## config.mk

```make
export PLATFORM = sky130hd
export DESIGN_NAME = hjb_ctrl
export DESIGN_NICKNAME = d
export VERILOG_FILES = /design/src/hw/rtl/hjb_pkg.sv /design/src/hw/rtl/hjb_ctrl.sv
export SDC_FILE = /design/constraint.sdc
export NUM_CORES = 1
export LEC_CHECK = 0
export ABC_AREA = 1
export BUFFER_PORTS_ARGS = -buffer_cell sky130_fd_sc_hd__buf_2
export CORE_AREA = 2 2 39 41
export CTS_CLUSTER_DIAMETER = 40
export DETAILED_ROUTE_END_ITERATION = 7
export DIE_AREA = 0 0 41 43
export PLACE_DENSITY_LB_ADDON = 0.12
export RECOVER_POWER = 50
export SYNTH_ARGS = -nofsm -noshare
export SYNTH_HDL_FRONTEND = slang
export SYNTH_SLANG_ARGS = --single-unit
export TNS_END_PERCENT = 1
```

## constraint.sdc

```tcl
create_clock -name clk -period 1.2 [get_ports clk]
set_input_delay 0.3 -clock clk [delete_from_list [all_inputs] [get_ports clk]]
set_output_delay 0.3 -clock clk [all_outputs]
set_load 0.02 [all_outputs]
```

## src/hw/rtl/hjb_pkg.sv

```systemverilog
`default_nettype none
// ----------------------------------------------------------------------------
// Hash join package
// Field widths, operation codes and the command and status groups that pass
// between the controller and the datapath.
// ----------------------------------------------------------------------------
package hjb_pkg;

  localparam int OP_W    = 2;
  localparam int KEY_W   = 32;
  localparam int CNT_W   = 13;
  localparam int MC_W    = 13;
  localparam int TOT_W   = 32;
  localparam int RADIX_W = 5;

  localparam logic [RADIX_W-1:0] RADIX_RESET = 5'd4;

  localparam logic [OP_W-1:0] OP_START = 2'd0;
  localparam logic [OP_W-1:0] OP_BUILD = 2'd1;
  localparam logic [OP_W-1:0] OP_PROBE = 2'd2;

  typedef struct packed {
    logic load_item;
    logic start_part;
    logic clr_en;
    logic head_rd;
    logic build_wr;
    logic flag_ovf;
    logic walk_first;
    logic walk_step;
    logic result_load;
  } hjb_cmd_t;

  typedef struct packed {
    logic [OP_W-1:0] op;
    logic            full;
    logic            head_zero;
    logic            link_zero;
    logic            clr_last;
  } hjb_status_t;

endpackage
`default_nettype wire

```

## src/hw/rtl/hjb_ctrl.sv

```systemverilog
`default_nettype none
// ----------------------------------------------------------------------------
// Hash join controller
// Sequences head-table clearing, build inserts and probe chain walks, and
// owns the handshake of both channels.
// ----------------------------------------------------------------------------
module hjb_ctrl (
  input  wire logic                      clk,
  input  wire logic                      rst_n,
  input  wire logic                      in_valid,
  input  wire logic [hjb_pkg::OP_W-1:0]  in_op,
  output logic                           in_ready,
  output logic                           out_valid,
  input  wire logic                      out_ready,
  input  wire hjb_pkg::hjb_status_t      status,
  output hjb_pkg::hjb_cmd_t              cmd
);
  import hjb_pkg::*;

  typedef enum logic [2:0] {
    S_INIT,
    S_IDLE,
    S_START,
    S_CLEAR,
    S_HEAD_RD,
    S_HEAD_USE,
    S_WALK,
    S_RESULT
  } state_t;

  state_t state_r, state_nxt;
  logic   out_valid_r, out_valid_nxt;

  assign in_ready  = (state_r == S_IDLE);
  assign out_valid = out_valid_r;

  always_comb begin
    state_nxt     = state_r;
    cmd           = '0;
    out_valid_nxt = out_valid_r;
    if (out_valid_r && out_ready) begin
      out_valid_nxt = 1'b0;
    end
    unique case (state_r)
      S_INIT: begin
        cmd.clr_en = 1'b1;
        if (status.clr_last) begin
          state_nxt = S_IDLE;
        end
      end
      S_IDLE: begin
        if (in_valid) begin
          cmd.load_item = 1'b1;
          unique case (in_op) inside
            OP_START:           state_nxt = S_START;
            OP_BUILD, OP_PROBE: state_nxt = S_HEAD_RD;
            default:            state_nxt = S_RESULT;
          endcase
        end
      end
      S_START: begin
        cmd.start_part = 1'b1;
        state_nxt      = S_CLEAR;
      end
      S_CLEAR: begin
        cmd.clr_en = 1'b1;
        if (status.clr_last) begin
          state_nxt = S_RESULT;
        end
      end
      S_HEAD_RD: begin
        cmd.head_rd = 1'b1;
        state_nxt   = S_HEAD_USE;
      end
      S_HEAD_USE: begin
        if (status.op == OP_BUILD) begin
          if (status.full) begin
            cmd.flag_ovf = 1'b1;
          end else begin
            cmd.build_wr = 1'b1;
          end
          state_nxt = S_RESULT;
        end else if (status.head_zero) begin
          state_nxt = S_RESULT;
        end else begin
          cmd.walk_first = 1'b1;
          state_nxt      = S_WALK;
        end
      end
      S_WALK: begin
        // Each cycle compares one chain entry and fetches the next one.
        cmd.walk_step = 1'b1;
        if (status.link_zero) begin
          state_nxt = S_RESULT;
        end
      end
      S_RESULT: begin
        if (!out_valid_r || out_ready) begin
          cmd.result_load = 1'b1;
          out_valid_nxt   = 1'b1;
          state_nxt       = S_IDLE;
        end
      end
      default: state_nxt = S_INIT;
    endcase
  end

  always_ff @(posedge clk) begin
    if (!rst_n) begin
      state_r     <= S_INIT;
      out_valid_r <= 1'b0;
    end else begin
      state_r     <= state_nxt;
      out_valid_r <= out_valid_nxt;
    end
  end

endmodule
`default_nettype wire

```

==> run_results.csv <==
group,metric,value,unit
status,outcome,"finished with violations",
status,violations,"negative setup slack",
worst_setup_path,reg2reg_from,"state_r[1]",
sta,slew_violations,0,
power,irDropWorstVdd,942,uV
detailed_routing,num_vias,486,
finish,utilization,0.495,
worst_setup_path,cp_slowest_cell,"dfxtp_4",
global_routing,overflow,0,
yosys,ys_ff_latch,4,
floorplanning,die_w,41,microns
global_routing,grt_pass1_vias,416,
finish,layout.nets,113,
place,placed_cell_area,568,sq um
sta,relSlewSlack,0.896,
detailed_routing,wl,1000,microns
clocking,clock_latency,230,ps
sta,fmax,702,MHz
worst_setup_path,required,900,ps
clocking,cts_hold_buf,0,
flow_run,cap_violations,0,
yosys,yosysTopAreaCellShare,0.222,
detailed_routing,drc_errors,0,
sta,min_period_over_period,1.19,
clocking,htreeDepth,1,
detailed_routing,viasPerCell,4.30,
clocking,cts_buffers,3,
detailed_routing,dr.pass1.iters,2,
yosys,yosysSeqAreaShare,0.222,
sta,fin_ws,-224,ps
clocking,cts_buffer_depth,2,
floorplanning,initial_core_util,0.260,
sta,worst_slew_pin_slew,156,ps
yosys,synthesis.nets,77,
detailed_routing,drtIter0Drc,7,
global_routing,grt_pass1_wl,1550,microns
sta,grt_setup_unrepaired,"true",
floorplanning,die_h,43,microns
finish,diodes,0,
floorplanning,placeableCoreArea,1380,sq um
sta,hold_viol_final,0,
place,dp_hpwl,798,microns
hold_path,holdCritStartpoint,"rst_n",
finish,final_common_cell,"buf_4",
floorplanning,die_area,1760,sq um
detailed_routing,postRouteAntennaNets,0,
worst_setup_path,criticalPathCategory,"reg -> out",
worst_setup_path,slowest_delay,370,ps
yosys,yosysUniqueCellTypes,18,
hold_path,hp-class,"in -> reg",
global_routing,grt_max_degree,6,
sta,finalSetupViolCount,10,
yosys,synth_warnings,0,
worst_setup_path,cp_max_fo,5,
place,gp_congestion,0.751,
worst_setup_path,critPathArrivalTime,1120,ps
floorplanning,rows,14,
worst_setup_path,crit_chain,"buf_4, nand2_2, and3_2, buf_4",
yosys,netlist_top_cells_area,"dfxtp_1, nor2_1, nand2_1",
global_routing,grt_use_total,0.128,
finish,fin_area,686,sq um
finish,n_fill_cell,148,
power,power_density,1980,nW/um^2
finish,drive_gt1_frac,0.577,
clocking,cts_sinks,4,
clocking,path_clk_slew,40,ps
power,leakagePower,0.380,nW
worst_setup_path,cp-end-kind,"output port",
clocking,cts_tree,"yes",
yosys,syn_avg_cell_area,5.72,sq um
detailed_routing,avgRoutedWirePerCell,8.88,microns
place,port_buffers,22,
worst_setup_path,startpoint_type,"register",
sta,period_needed,1420,ps
yosys,synth_top_area_cell,"dfxtp_1",
yosys,syn_area,360,sq um
finish,final_cell_mix,"buf_4, buf_2, nor2_1",
worst_setup_path,crit_top_cell,"buf_4",
finish,synthToLayoutAreaGrowth,90.3,%
floorplanning,ios,23,
global_routing,antenna_found_initial,0,
worst_setup_path,startpoint,"state_r[1]",
yosys,syn_inst,63,
sta,clock_skew,0.741,ps
clocking,cts_root_buf,"clkbuf_4",
[report_power, final]
group	switching [mW]	internal [mW]
Combinational	0.483	0.427
Sequential	0.0846	0.203
Clock	0.0508	0.112
Total	0.618	0.742
[final cells by class]
| class | count | area (sq um) | share of cell area |
|---|---|---|---|
| repair buffers | 31 | 215 | 0.314 |
| well taps | 16 | 20.0 | 0.0292 |
| clock buffers | 3 | 22.5 | 0.0328 |
| multi-input cells | 46 | 285 | 0.416 |
| inverters | 13 | 51.3 | 0.0748 |
| flip-flops and latches | 4 | 91.3 | 0.133 |
[synth_stat cells (all sizes together)]
library cell and count:
inv 13, nand2 14, o22ai 1, nand3b 1, nor3 2, dfxtp 4
nor2 15, a21oi 3, nand4 1, nand3 4, nor3b 1, ha 2
and3 1, a21boi 1
[metrics by stage]
step           cells  total power [mW]  hold WS, ps  setup TNS [ps]  worst slack, ps
2_1_floorplan     63             0.701          420            -523             -119
3_3_place_gp     109              1.02          515            -141            -57.6
3_5_place_dp     109              1.01          518            -132            -63.1
4_1_cts          113              1.28          307           -1730             -223
5_1_grt          113              1.47          315           -2010             -262
6_report         113              1.36          311           -1490             -224
[cell families (layout without fill, tap and decap cells)]
group | Yosys count | after routing | synth area share
and+or+nand+nor | 39 | 39 | 0.493
buffers and inverters | 13 | 47 | 0.135
AOI/OAI and AO/OA | 5 | 5 | 0.0799
DFF | 4 | 4 | 0.222
adders and majority gates | 2 | 2 | 0.0694
[state kept, by name, summed over array words and instances, names as in the netlist]
name	flops
out_valid	1
state_r	3
[layer usage]
| metal | GRT usage | up-vias | share of wire |
|---|---|---|---|
| li1 | - | 265 | - |
| met2 | 0.191 | 14 | 0.51 |
| met4 | 0.0600 | 0 | 0 |
| met3 | 0.0314 | 0 | 0.059 |
| met1 | 0.164 | 207 | 0.43 |
| met5 | 0 | - | 0 |
[worst paths after layout]
check / to / slack (ps) / cells after the start
worst min-delay path: state_r[2] / 310 / 3
worst max register to register: state_r[0] / 100 / 7
worst max-delay path: cmd[6] / -220 / 4
worst min register to register: out_valid / 550 / 2
[what timing repair did]
item                                    CTS  global route
pin swaps                                 1             1
gates resized for setup                  16            16
buffers inserted                          1             0
endpoints found under the setup margin   10            12
endpoints found under the hold margin     0             0
[critical path: cells and delay by family (launching register included)]
family,cells,cell delay [ps]
flip-flops,1,370
buffers and inverters,2,270
AND/OR/NAND/NOR,2,250
(Power assumes the default switching activity.)
